## src/rtl/qslp_pkg.sv

```systemverilog
// ----------------------------------------------------------------------------
// qslp_pkg
// Shared constants for the quaternion slerp pipeline: fixed-point format,
// CORDIC arctangent table and the stage counts of the iterative units.
// ----------------------------------------------------------------------------
`default_nettype none

package qslp_pkg;

  localparam int FRAC_BITS    = 14;
  localparam int ONE          = 1 << FRAC_BITS;
  localparam int CORDIC_ITERS = 30;
  localparam int SQRT_STAGES  = 31;
  localparam int DIV_STAGES   = 31;

  localparam logic [31:0] CORDIC_K = 32'h26DD3B6A;

  // atan(2^-i) in Q30 radians, truncated
  localparam logic [31:0] ATAN_TAB [CORDIC_ITERS] = '{
    32'h3243F6A8, 32'h1DAC6705, 32'h0FADBAFC, 32'h07F56EA6, 32'h03FEAB76,
    32'h01FFD55B, 32'h00FFFAAA, 32'h007FFF55, 32'h003FFFEA, 32'h001FFFFD,
    32'h000FFFFF, 32'h0007FFFF, 32'h0003FFFF, 32'h0001FFFF, 32'h0000FFFF,
    32'h00007FFF, 32'h00003FFF, 32'h00001FFF, 32'h00000FFF, 32'h000007FF,
    32'h000003FF, 32'h000001FF, 32'h000000FF, 32'h0000007F, 32'h0000003F,
    32'h0000001F, 32'h0000000F, 32'h00000007, 32'h00000003, 32'h00000001
  };

endpackage

`default_nettype wire

```

## src/rtl/qslp_sqrt.sv

```systemverilog
// ----------------------------------------------------------------------------
// qslp_sqrt
// Pipelined floor square root of a 61-bit value, one result bit per stage.
// ----------------------------------------------------------------------------
`default_nettype none

module qslp_sqrt (
  input  logic        clk,
  input  logic        en,
  input  logic [60:0] v_in,
  output logic [30:0] root
);

  localparam int N = qslp_pkg::SQRT_STAGES;

  logic [60:0] vr [1:N];
  logic [60:0] rr [1:N];
  logic [60:0] vs [0:N-1];
  logic [60:0] rs [0:N-1];

  for (genvar j = 0; j < N; j++) begin : g_stage
    localparam logic [60:0] BITV = 61'(1) << (2 * (N - 1 - j));
    logic [60:0] trial;

    if (j == 0) begin : g_first
      assign vs[j] = v_in;
      assign rs[j] = '0;
    end else begin : g_rest
      assign vs[j] = vr[j];
      assign rs[j] = rr[j];
    end

    assign trial = rs[j] + BITV;

    always_ff @(posedge clk) begin
      if (en) begin
        if (vs[j] >= trial) begin
          vr[j+1] <= vs[j] - trial;
          rr[j+1] <= (rs[j] >> 1) + BITV;
        end else begin
          vr[j+1] <= vs[j];
          rr[j+1] <= rs[j] >> 1;
        end
      end
    end
  end

  assign root = rr[N][30:0];

endmodule

`default_nettype wire

```

## config.mk

```make
export PLATFORM = sky130hd
export DESIGN_NAME = qslp_sqrt
export DESIGN_NICKNAME = d
export VERILOG_FILES = /design/src/rtl/qslp_pkg.sv /design/src/rtl/qslp_sqrt.sv
export SDC_FILE = /design/constraint.sdc
export NUM_CORES = 2
export LEC_CHECK = 0
export BUFFER_PORTS_ARGS = -buffer_cell sky130_fd_sc_hd__buf_2
export CELL_PAD_IN_SITES_DETAIL_PLACEMENT = 0
export CELL_PAD_IN_SITES_GLOBAL_PLACEMENT = 2
export CORE_UTILIZATION = 45
export CTS_CLUSTER_SIZE = 8
export DETAILED_ROUTE_END_ITERATION = 16
export PLACE_DENSITY = 0.82
export RECOVER_POWER = 100
export SLEW_MARGIN = 20
export SYNTH_ARGS = -nofsm -noshare
export SYNTH_HDL_FRONTEND = slang
export SYNTH_SLANG_ARGS = --single-unit
```

## constraint.sdc

```tcl
create_clock -name clk -period 5.7 [get_ports clk]
set_clock_uncertainty 0.2 [all_clocks]
set_input_delay 1.14 -clock clk [delete_from_list [all_inputs] [get_ports clk]]
set_output_delay 1.14 -clock clk [all_outputs]
set_load 0.1 [all_outputs]
```

======== Word level (Yosys, flattened, before mapping) ========
Memory sizes are Yosys's and may differ from the RTL's.
Cells that the tools add are included.
cells by class
  $add $sub $neg .......................... 91
  $lt $le $gt $ge ......................... 31
  multiplexer cells ....................... 248
  bitwise operators ....................... 62
operators with widths
  cell                                            count
  two-way mux 61 bit                              62
  greater-or-equal comparator 61 bit              30
  subtractor 61 bit                               30
  two-way mux 1 bit                               186
  OR 1 bit                                        62
  adder 60 x 1 -> 61 bit, second input constant   1
  adder 60 x 11 -> 61 bit, second input constant  1
  adder 60 x 13 -> 61 bit, second input constant  1
  adder 60 x 15 -> 61 bit, second input constant  1
  adder 60 x 17 -> 61 bit, second input constant  1
  adder 60 x 19 -> 61 bit, second input constant  1
  adder 60 x 21 -> 61 bit, second input constant  1
  adder 60 x 23 -> 61 bit, second input constant  1
  adder 60 x 25 -> 61 bit, second input constant  1
  adder 60 x 27 -> 61 bit, second input constant  1
  adder 60 x 29 -> 61 bit, second input constant  1
  adder 60 x 3 -> 61 bit, second input constant   1
  adder 60 x 31 -> 61 bit, second input constant  1
  adder 60 x 33 -> 61 bit, second input constant  1
  adder 60 x 35 -> 61 bit, second input constant  1
  adder 60 x 37 -> 61 bit, second input constant  1
  adder 60 x 39 -> 61 bit, second input constant  1
  adder 60 x 41 -> 61 bit, second input constant  1
  adder 60 x 43 -> 61 bit, second input constant  1
  other kinds (43)                                43
storage, ports and cells
  bits in registers ....................... 0
  memory bits (writable) .................. 3782
  bits of input ports ..................... 63
  output and inout port bits .............. 31
  memories kept ........................... 2
memory list
  name  words  bits a word  read ports  clocked after memory_dff  write ports  RTL line         text
  rr    31     61           31          0                         31           qslp_sqrt.sv:17  logic [60:0] rr [1:N];
  vr    31     61           30          0                         31           qslp_sqrt.sv:16  logic [60:0] vr [1:N];

======== Longest topological paths before layout ========
An unclocked memory read counts as a cell.
  word-level depth ........................ 7
  depth in mapped cells ................... 14

======== Least setup slack after synthesis ========
Ideal clock, no wire load.
  path kind ............................... in2reg
  start ................................... input en
  end ..................................... register, netlist name rr[0][1655]
  arrival time ............................ 4386 ps
  setup slack ............................. 637 ps
  stages on the path ...................... 4
  buffers on the path ..................... 4
  path through ............................ clkbuf_1 > clkbuf_1 > clkbuf_1 > clkbuf_1
RTL lines
  item                RTL line        text
  start: declaration  qslp_sqrt.sv:9  input logic en,

==> impl_results.md <==
* Outcome: complete, but fails checks
* Failing checks: max-capacitance violations, max-slew violations
* Register area share after synthesis at 0.616
* Post-Synth Simple-Gate Area at 0.132
* Die ar. at between 0.2 and 0.3 mm^2
* Worst-path clk slew at about 0.050 ns
* Clock Latency Late Sink at slightly below 1 ns
* Top-area cell type share of the netlist area at 0.616
* Maximum VDD drop at 305 uV
* CP arrival at between 5 and 6 ns
* Post_cts resized at 0
* Leading area contributor after synthesis: edfxtp_1
* Detail Placement HPWL at 241000 um
* Drt first pass iters at 8
* Fraction of registers with async set/reset at 0
* CP startpoint: vr[0][1552]$_DFFE_PP_
* Critical path startpoint category: flop
* Final setup violation count at 0
* Vias at 74900
* Crit path max fanout at 10
* DR WL/cell at 24.6 um
* Max-Cap Viols at 22
* IO Pins at 94
* Fraction of synthesized area in multiplexers at 0.00657
* Min Tclk post-route at 5.23 ns
* Clk buf depth at 4
* Pin count of the biggest net entering global routing at a little under 200
* Syn avg cell area at 12.3 um^2
* Crit-path cells: ha_1 -> or4b_2 -> nor4_1 -> nand4b_1 -> nor4_1 -> nor4_1 -> and2_0 -> or3_1 -> nor4_1 -> xor2_1
* Buffers on Ports at 93
* YS warnings at 0
* Core area at about 0.25 mm^2
* Post-CTS Hold Fix Bufs at 0
* Top cells by area, synth: edfxtp_1 (62%), ha_1 (5.8%), xnor2_1 (3.1%), xor2_1 (3.1%), nand2_1 (2.6%)
* Final core occ at 0.507
* DRC at 0
* R2R Setup Slk at approximately 0.47 ns
* Final TNS setup at 0 ns
* Critical Path End: vr[0][1642]$_DFFE_PP_
* # nets final at ~10000
* CTS tree: yes
* Initial cell density of the core at 0.454
* Primary FF master, synth: edfxtp_1
* Most common cell after layout, fill and taps aside: edfxtp_1
* Critical path's slowest cell: nor4_1
* Largest family of logic cells by synthesized area: simple AND/OR/NAND/NOR gates
* Synth unique cells at a little under 100
* Worst slew pin tran at 4.13 ns
* Die Wd at roughly 500 um
* Total wire length at roughly 320000 um
* Reg-to-reg startpoint: vr[0][1552]$_DFFE_PP_
* Area fraction in compound gates after synthesis at 0.0968
* First-pass GRT wire length at between 400000 and 500000 um
* Crit-path max cell delay at roughly 0.9 ns
* Rel. slew slack at -1.75
* Reg2Reg Capture Point: vr[0][1642]$_DFFE_PP_
* Leak at between 40 and 50 nW
* Antenna viol nets, final at 0
* Hold Vio Cnt, Final at 0
* Synth Cell Area at 0.113 mm^2
* XOR/XNOR share of the synthesized area at 0.0618
* Die height at a little over 500 um
* Vias in the first global route at 71300
* Root Driver: clkbuf_16
* Critical Path RT at between 6 and 7 ns
* Total power at between 50 and 60 mW
* Commonest cells after routing, fill and taps aside: edfxtp_1 (2326), nand2_1 (772), inv_1 (641)
* Max-slew violation count at approximately 1800
* Pwr dens at ~420 mW/mm^2
* Endpoint class of the critical path: flop
* Row cnt at 183
* Post-synth EDFFs at roughly 2300
* Num CTS Buffers at approximately 340
* CTS sink count at approximately 2300
* WS Path Type: flop to flop
* Fin crit share at 0.917
* Mapped Nets at between 9000 and 10000
* Layout cells sized above 1 at 0.0614
* GPL Wtd Cong at just over 0.9
* FF+latch count, synth at 2326
* Post-synthesis instance total at between 9000 and 10000
* Initial antenna violation count at 14
* DRT iter0 DRCs at 7339
* Hold Path Class: input port to flop
* RSZ-0062 raised after global routing: false
* Critical path's most frequent cell: nor4_1
* Gr ovfl total at 0
* Area Growth Syn to Fin at 11.6%
* Buffer count from post-CTS setup fixing at 0
* H-tree depth at 5
* Synthesized-area fraction occupied by adder cells at 0.0578
* Fmax at around 190 MHz
* Avg Vias per Cell at between 5 and 6
* Reg2Reg Depth at 10
* Total track usage at 0.245
[worst min path at each step]
stage,startpoint,endpoint,slack [ns],depth (start not counted)
2_1_floorplan,vr[0][1057]$_DFFE_PP_,vr[0][1118]$_DFFE_PP_,0.22,0
5_1_grt,v_in[16],vr[0][77]$_DFFE_PP_,0.05,1
4_1_cts,v_in[27],vr[0][88]$_DFFE_PP_,0.03,1
3_3_place_gp,vr[0][1048]$_DFFE_PP_,vr[0][1109]$_DFFE_PP_,0.23,0
3_5_place_dp,vr[0][1045]$_DFFE_PP_,vr[0][1106]$_DFFE_PP_,0.23,0
6_report,v_in[7],vr[0][68]$_DFFE_PP_,0.11,1
[cells in the mapped netlist, drive strengths merged, types with 50 or more instances]
library cell  count
nand3           152
edfxtp         2326
o21bai           59
nor3            262
nor2b            75
inv             641
clkbuf          196
mux2             59
a21oi           493
nor2            461
o21ai           569
or3             116
nor4            373
or4              86
a31oi            50
ha              523
xor2            398
nand2           772
nand2b           98
o21a             91
a21o            184
xnor2           401
nand4           155
nor4b            54
[registers in the layout, indices dropped and copies added (netlist names)]
name,count
vr,1830
rr,496
[power by group]
part | switching, mW | leakage [nW] | internal (mW)
Sequential | 2.03 | 22.4 | 21.8
Clock | 6.90 | 4.36 | 10.6
Combinational | 7.04 | 19.9 | 4.24
Total | 16.0 | 46.6 | 36.7
[metrics by stage]
step / hold WS (ns) / instance area, um^2 / instances / setup WS, ns
after floorplan: 0.217 / 113000 / 9213 / 0.637
after global placement: 0.227 / 118000 / 12500 / 0.697
after detailed placement: 0.231 / 118000 / 12500 / 0.672
after CTS: 0.0319 / 127000 / 12900 / 0.733
after global routing: 0.0514 / 126000 / 12900 / 0.167
final: 0.107 / 127000 / 12900 / 0.471
[critical path, delay by kind of cell, from the launching register on]
kind                     cells  cell delay, ns
AND/OR/NAND/NOR              8            3.82
adder cells (fa/ha/maj)      1            0.50
flip-flops                   1            0.38
XOR/XNOR                     1            0.12
[area by class of cell]
cell class | count | area [um^2]
Inverter | 642 | 2410
Timing Repair Buffer | 191 | 1040
Clock buffer | 354 | 8670
Antenna cell | 8 | 20.0
Fill cell | 21700 | 123000
Sequential cell | 2326 | 69800
Multi-Input combinational cell | 6028 | 40100
Clock inverter | 21 | 204
Tap cell | 3330 | 4170
[per-layer routing]
| layer | GRT usage | vias up | share of wire |
|---|---|---|---|
| li1 | - | 35200 | - |
| met1 | 0.373 | 36700 | 0.48 |
| met2 | 0.352 | 2533 | 0.42 |
| met3 | 0.0499 | 453 | 0.077 |
| met4 | 0.0676 | 0 | 0.027 |
| met5 | 0 | - | 0 |
[kinds of logic after synthesis]
family                   Yosys count
AO/OA/AOI/OAI                   1784
XOR/XNOR                         799
adder cells (fa/ha/maj)          523
buffers and inverters            859
flip-flops                      2326
multiplexers                      67
AND/OR/NAND/NOR                 2855
(Power assumes the default switching activity.)
