## src/rtl/qslp_pkg.sv

```systemverilog
// ----------------------------------------------------------------------------
// qslp_pkg
// Shared constants for the quaternion slerp pipeline: fixed-point format,
// CORDIC arctangent table and the stage counts of the iterative units.
// ----------------------------------------------------------------------------
`default_nettype none

package qslp_pkg;

  localparam int FRAC_BITS    = 14;
  localparam int ONE          = 1 << FRAC_BITS;
  localparam int CORDIC_ITERS = 30;
  localparam int SQRT_STAGES  = 31;
  localparam int DIV_STAGES   = 31;

  localparam logic [31:0] CORDIC_K = 32'h26DD3B6A;

  // atan(2^-i) in Q30 radians, truncated
  localparam logic [31:0] ATAN_TAB [CORDIC_ITERS] = '{
    32'h3243F6A8, 32'h1DAC6705, 32'h0FADBAFC, 32'h07F56EA6, 32'h03FEAB76,
    32'h01FFD55B, 32'h00FFFAAA, 32'h007FFF55, 32'h003FFFEA, 32'h001FFFFD,
    32'h000FFFFF, 32'h0007FFFF, 32'h0003FFFF, 32'h0001FFFF, 32'h0000FFFF,
    32'h00007FFF, 32'h00003FFF, 32'h00001FFF, 32'h00000FFF, 32'h000007FF,
    32'h000003FF, 32'h000001FF, 32'h000000FF, 32'h0000007F, 32'h0000003F,
    32'h0000001F, 32'h0000000F, 32'h00000007, 32'h00000003, 32'h00000001
  };

endpackage

`default_nettype wire

```

## src/rtl/qslp_div.sv

```systemverilog
// ----------------------------------------------------------------------------
// qslp_div
// Pipelined restoring divider: round(num * ONE / den), one quotient bit per
// stage. The quotient is known to stay below 2^31 on the slerp path.
// ----------------------------------------------------------------------------
`default_nettype none

module qslp_div (
  input  logic        clk,
  input  logic        en,
  input  logic [31:0] num,
  input  logic [30:0] den,
  output logic [30:0] quot
);

  localparam int N  = qslp_pkg::DIV_STAGES;
  localparam int NW = 32 + qslp_pkg::FRAC_BITS + 1;

  logic [NW-1:0] nfull;

  logic [31:0] remr [1:N];
  logic [30:0] lowr [1:N];
  logic [30:0] denr [1:N];
  logic [30:0] qr   [1:N];
  logic [31:0] rems [0:N-1];
  logic [30:0] lows [0:N-1];
  logic [30:0] dens [0:N-1];
  logic [30:0] qs   [0:N-1];

  // numerator scaled to the output format plus half the divisor for rounding
  assign nfull = (NW'(num) << qslp_pkg::FRAC_BITS) + NW'(den >> 1);

  for (genvar j = 0; j < N; j++) begin : g_stage
    localparam int K = N - 1 - j;
    logic [31:0] trial;

    if (j == 0) begin : g_first
      assign rems[j] = 32'(nfull[NW-1:N]);
      assign lows[j] = nfull[N-1:0];
      assign dens[j] = den;
      assign qs[j]   = '0;
    end else begin : g_rest
      assign rems[j] = remr[j];
      assign lows[j] = lowr[j];
      assign dens[j] = denr[j];
      assign qs[j]   = qr[j];
    end

    assign trial = {rems[j][30:0], lows[j][K]};

    always_ff @(posedge clk) begin
      if (en) begin
        lowr[j+1] <= lows[j];
        denr[j+1] <= dens[j];
        if (trial >= {1'b0, dens[j]}) begin
          remr[j+1]  <= trial - {1'b0, dens[j]};
          qr[j+1]    <= qs[j] | (31'(1) << K);
        end else begin
          remr[j+1]  <= trial;
          qr[j+1]    <= qs[j];
        end
      end
    end
  end

  assign quot = qr[N];

endmodule

`default_nettype wire

```

## config.mk

```make
export PLATFORM = sky130hd
export DESIGN_NAME = qslp_div
export DESIGN_NICKNAME = d
export VERILOG_FILES = /design/src/rtl/qslp_pkg.sv /design/src/rtl/qslp_div.sv
export SDC_FILE = /design/constraint.sdc
export NUM_CORES = 2
export LEC_CHECK = 0
export ABC_CLOCK_PERIOD_IN_PS = 6000
export BUFFER_PORTS_ARGS = -buffer_cell sky130_fd_sc_hd__buf_2
export CAP_MARGIN = 10
export CORE_UTILIZATION = 55
export CTS_BUF_LIST = sky130_fd_sc_hd__clkbuf_2 sky130_fd_sc_hd__clkbuf_4 sky130_fd_sc_hd__clkbuf_8
export DETAILED_ROUTE_END_ITERATION = 10
export GPL_TIMING_DRIVEN = 0
export PLACE_DENSITY = 0.71
export SLEW_MARGIN = 20
export SYNTH_ARGS = -nofsm -noshare
export SYNTH_HDL_FRONTEND = slang
export SYNTH_SLANG_ARGS = --single-unit
```

## constraint.sdc

```tcl
create_clock -name clk -period 6 [get_ports clk]
set_input_delay 0.3 -clock clk [delete_from_list [all_inputs] [get_ports clk]]
set_output_delay 0.3 -clock clk [all_outputs]
set_load 0.02 [all_outputs]
```

After elaboration in Yosys (flattened, before gate mapping)
Memories as Yosys holds them, arrays and structs flattened.
Cells that the tools add are included.

storage, ports and cells
  input bits = 65
  RAM bits = 3875
  word-level logic and storage cells = 379
  output and inout bits = 31
  memories kept = 4
  register bits after elaboration = 0

memories
  memory  depth  width  read ports  clocked after memory_dff  wr ports  RTL line        RTL
  remr    31     32     30          0                         31        qslp_div.sv:21  logic [31:0] remr [1:N];
  denr    31     31     30          0                         31        qslp_div.sv:23  logic [30:0] denr [1:N];
  lowr    31     31     30          0                         31        qslp_div.sv:22  logic [30:0] lowr [1:N];
  qr      31     31     31          0                         31        qslp_div.sv:24  logic [30:0] qr [1:N];

cells by class
  multiplexer cells = 250
  bitwise operators = 62
  add/subtract/negate cells = 32
  order comparisons = 31

operators with widths
  cell                                                            number
  32-bit 2-to-1 mux                                               31
  31-bit 2-to-1 mux                                               31
  32-bit by 31-bit greater-or-equal comparator with 1-bit output  30
  32-bit by 31-bit subtractor with 32-bit output                  30
  1-bit 2-to-1 mux                                                188
  1-bit bitwise OR                                                62
  46-bit by 30-bit adder with 47-bit output                       1
  17-bit by 31-bit subtractor with 32-bit output                  1
  17-bit by 31-bit greater-or-equal comparator with 1-bit output  1

Longest topological paths before layout
  depth after elaboration = 6
  gate-level depth with buffers = 25
  gate-level depth less buffers = 23

Worst setup path after synthesis
Ideal clock, no wire load.

  path type = input port to flip-flop
  from = input port num[0]
  to = memory remr[1][13], data pin
  arrival = 5.150 ns
  stages on the path = 24
  required time = 5.738 ns
  slack = 0.588 ns
  path buffers = 2
  setup time = 0.262 ns
  cells stage by stage = ha_1 -> fa_1 -> a21o_1 -> a21oi_1 -> nor2b_1 -> o311ai_1 -> a21oi_1 -> a21boi_1 -> o21ai_0 -> xnor2_1 -> ha_1 -> inv_1 -> fa_1 -> a21o_1 -> a221oi_2 -> a21oi_2 -> a221oi_2 -> o21ai_1 -> o311ai_1 -> and2_1 -> buf_4 -> inv_2 -> buf_6 -> mux2_1

RTL lines
  element             RTL line        RTL
  start: declaration  qslp_div.sv:11  input logic [31:0] num,
  end: declaration    qslp_div.sv:21

==> metrics.md <==
| Metric | Value |
|---|---|
| Status | finished clean |
| Die area | 251,000 sq um |
| Vias in the first global route | 92,500 |
| RR Startpoint | lowr[9][21] |
| Gp weighted congestion | 0.967 |
| Slew Viols, Final | 0 |
| Area Overhead vs Synth | 10.8% |
| Asr flop ratio synth | 0 |
| MaxCap Viol Count | 0 |
| Post-Place Cells | 15,300 |
| Startpoint types | primary input |
| Die Y | 501 um |
| Filler instances | 19,700 |
| DRT iter0 DRCs | 7,589 |
| Num ports | 96 |
| I/O Buffers | 95 |
| Worst EP arrival | 6.56 ns |
| Pre-CTS setup slack | -0.589 ns |
| Floorplan row count | 182 |
| Period Utilization, post-route | 0.970 |
| CP Capture Type | register |
| Post-detail-place hpwl | 265,000 um |
| Syn nets | 12,900 |
| Critical path type | in2reg |
| Routed WL per cell | 21.8 um |
| Worst slew pin tran | 1.29 ns |
| GRT Residual Overflow | 0 |
| Clk_lat worst skew | 1.05 ns |
| Switching power | 30.2 mW |
| CTS Buffer Depth | 4 |
| Number of synthesized flops with an enable pin | 2,492 |
| First-pass GRT wire length | 535,000 um |
| Detailed-route via count | 94,600 |
| Yosys cell types | 102 |
| NumNets Final | 13,500 |
| Initial antenna violation count | 11 |
| Worst setup margin | 0.178 ns |
| Worst Setup EP | remr[1][13] |
| Switching Fraction | 0.382 |
| Crit path max fanout | 10 |
| Root Driver | clkbuf_8 |
| Min Tclk post-route | 5.82 ns |
| H-tree levels | 5 |
| Fin cells | 16,100 |
| Core Footprint | 247,000 sq um |
| Crit path from | den[16] |
| CTS sink count | 2,492 |
| Layout cells sized above 1 | 0.114 |
| Worst-path clk slew | 0.06 ns |
| Cts bufs inserted | 413 |
| Top FF cell, synth | edfxtp_1 |
| Sequential fraction of design power | 0.357 |
| FF+latch count, synth | 2,492 |
| Post-Syn Instances | 11,800 |
| Hold depth | 5 |
| Clk pwr share | 0.191 |
| VDD IR-drop max | 0.000217 V |
| Die W | 501 um |
| Ys Warns | 0 |
| Initial core utilization | 0.555 |
| Fin. Hold Viols | 0 |
| Unrepaired setup endpoints after global routing | no |
| Pwr Total | 79.2 mW |
| Register area share after synthesis | 0.546 |
| Mapped Area | 137,000 sq um |
| Final hold slack | 0.0785 ns |
| Most frequent cells in the layout | edfxtp_1 (2,492), inv_1 (1,162), ha_1 (963) |
| Reg2reg setup slack | 0.97 ns |
| CTS tree | done |
| F_max | 172 MHz |
| Data required, critical path | 6.74 ns |
| Worst Hold Class | in2reg |
| Utilization after layout | 0.615 |
| Clock skew | 0.0899 ns |
| Post-route ant nets | 0 |
| DR pass1 iterations | 7 |
| Leakage | 61.7 nW |
| Largest net degree at the start of global routing | 142 |
| Syn_area_per_cell | 11.6 sq um |
| WL final | 351,000 um |
| Via density | 5.87 |
| Most common cell after layout, fill and taps aside | edfxtp_1 |
| R2R Path End | remr[10][10] |
| Rel. slew slack | 0.133 |
| Combinational share of power | 0.452 |
| Pwr Density | 521 nW/um^2 |
| Internal Power | 49.0 mW |
| Final Setup Violations | 0 |
| FF-to-FF path depth | 14 |
| Total GRT Usage | 0.276 |
| # DRC | 0 |
==> area by class of cell <==
| class | instances | area (sq um) | area share |
|---|---|---|---|
| diodes | 12 | 30.0 | 0.000198 |
| clock buffers | 537 | 6640 | 0.0437 |
| plain buffers | 344 | 1640 | 0.0108 |
| repair buffers | 223 | 2270 | 0.0149 |
| multi-input cells | 7822 | 56400 | 0.371 |
| clock inverters | 202 | 1560 | 0.0102 |
| inverters | 1164 | 4370 | 0.0288 |
| flip-flops and latches | 2492 | 74800 | 0.493 |
| well taps | 3312 | 4140 | 0.0273 |
==> flip-flops by register name, summed over array words and instances, names as in the netlist <==
name / count
denr: 930
qr: 496
remr: 930
lowr: 136
==> cells in the mapped netlist, types with 24 or more instances <==
cell	number	share of area
edfxtp_1	2492	0.55
inv_1	1163	0.032
ha_1	963	0.088
a21oi_1	928	0.034
nand2_1	781	0.021
o21ai_0	742	0.027
nor2_1	589	0.016
xnor2_1	506	0.032
a21o_1	446	0.024
mux2_2	414	0.034
xor2_1	309	0.020
clkbuf_1	224	0.0061
nand3_1	156	0.0057
nor2b_1	154	0.0070
nand4_1	139	0.0063
nor3_1	139	0.0051
o21a_1	138	0.0076
nand2b_1	121	0.0055
and3_1	118	0.0054
o21bai_1	108	0.0059
a31oi_1	84	0.0038
buf_2	73	0.0027
o31ai_1	73	0.0040
a211oi_1	71	0.0039
or3_1	49	0.0022
or2_2	42	0.0019
and2_1	41	0.0019
mux2i_1	39	0.0028
a21boi_0	35	0.0019
buf_4	35	0.0019
nor4_1	34	0.0016
o211ai_1	33	0.0018
o31a_1	32	0.0020
a31o_2	31	0.0020
fa_1	31	0.0045
mux2_1	29	0.0024
o2111ai_1	29	0.0019
a221oi_1	28	0.0018
a211o_1	26	0.0017
o21ai_1	26	0.00095
a311oi_1	24	0.0015
==> kinds of logic (layout without fill, tap and decap cells) <==
group	Yosys count	after routing	synth area share
compound gates	3068	3068	0.141
flops	2492	2492	0.546
simple gates	2463	2463	0.0861
buf+inv	1508	2470	0.0432
fa+ha+maj	994	994	0.0924
xor+xnor	815	815	0.0521
mux	482	482	0.0392
other cells	0	12	0
==> per-stage QoR <==
step,area (sq um),TNS [ns]
finish,152000,0
global route,152000,0
CTS,152000,0
detailed placement,143000,-13.16
global placement,142000,-
floorplan,137000,0
==> critical path, stage by stage <==
cell and delay [ns]:
dlygate4sd3_1 0.54, buf_2 0.18, fa_1 0.43, a21o_1 0.20
a21oi_1 0.24, nor2b_1 0.11, o311ai_2 0.36, a21oi_1 0.20
a21boi_2 0.26, o21ai_1 0.17, xnor2_1 0.29, ha_1 0.23
inv_1 0.07, fa_1 0.44, a21o_1 0.25, a221oi_4 0.33
a21oi_2 0.16, a221oi_4 0.35, o21ai_1 0.17, o311ai_1 0.29
and2_1 0.16, buf_4 0.20, inv_2 0.12, buf_6 0.17
mux2_1 0.32
==> worst min-delay path by stage <==
stage / from / to / slack [ns]
after detailed placement: lowr[13][14] / lowr[14][14] / 0.40
after CTS: num[0] / lowr[1][17] / 0.0008
after global placement: lowr[7][17] / lowr[8][17] / 0.40
after floorplan: den[0] / denr[1][0] / 0.40
after global routing: num[12] / lowr[1][26] / 0.05
final: num[0] / lowr[1][17] / 0.08
==> power by group through the flow <==
stage	Combinational, mW	Sequential, mW	Clock [mW]
2_1_floorplan	26.9	26.9	0
3_3_place_gp	34.3	28.9	0
3_5_place_dp	35.0	28.6	0
4_1_cts	35.4	28.3	15.4
5_1_grt	39.5	28.6	16.1
6_report	35.8	28.3	15.1
==> per-layer routing <==
layer / share of wire / vias to the layer above / GRT usage / routed length (um)
met3: 0.055 / 774 / 0.0365 / 19500
met1: 0.42 / 45800 / 0.358 / 147000
li1: - / 44800 / - / -
met5: 0 / - / 0 / 0
met2: 0.48 / 3199 / 0.464 / 169000
met4: 0.045 / 0 / 0.115 / 15700
==> repair_timing <==
action / in CTS / in global routing
hold endpoints to repair: 134 / 1
buffers inserted: 0 / 4
resized for setup: 0 / 5
hold buffers: 86 / 1
setup endpoints to repair: 0 / 32
Note: power is estimated with default switching activity, not from simulation.
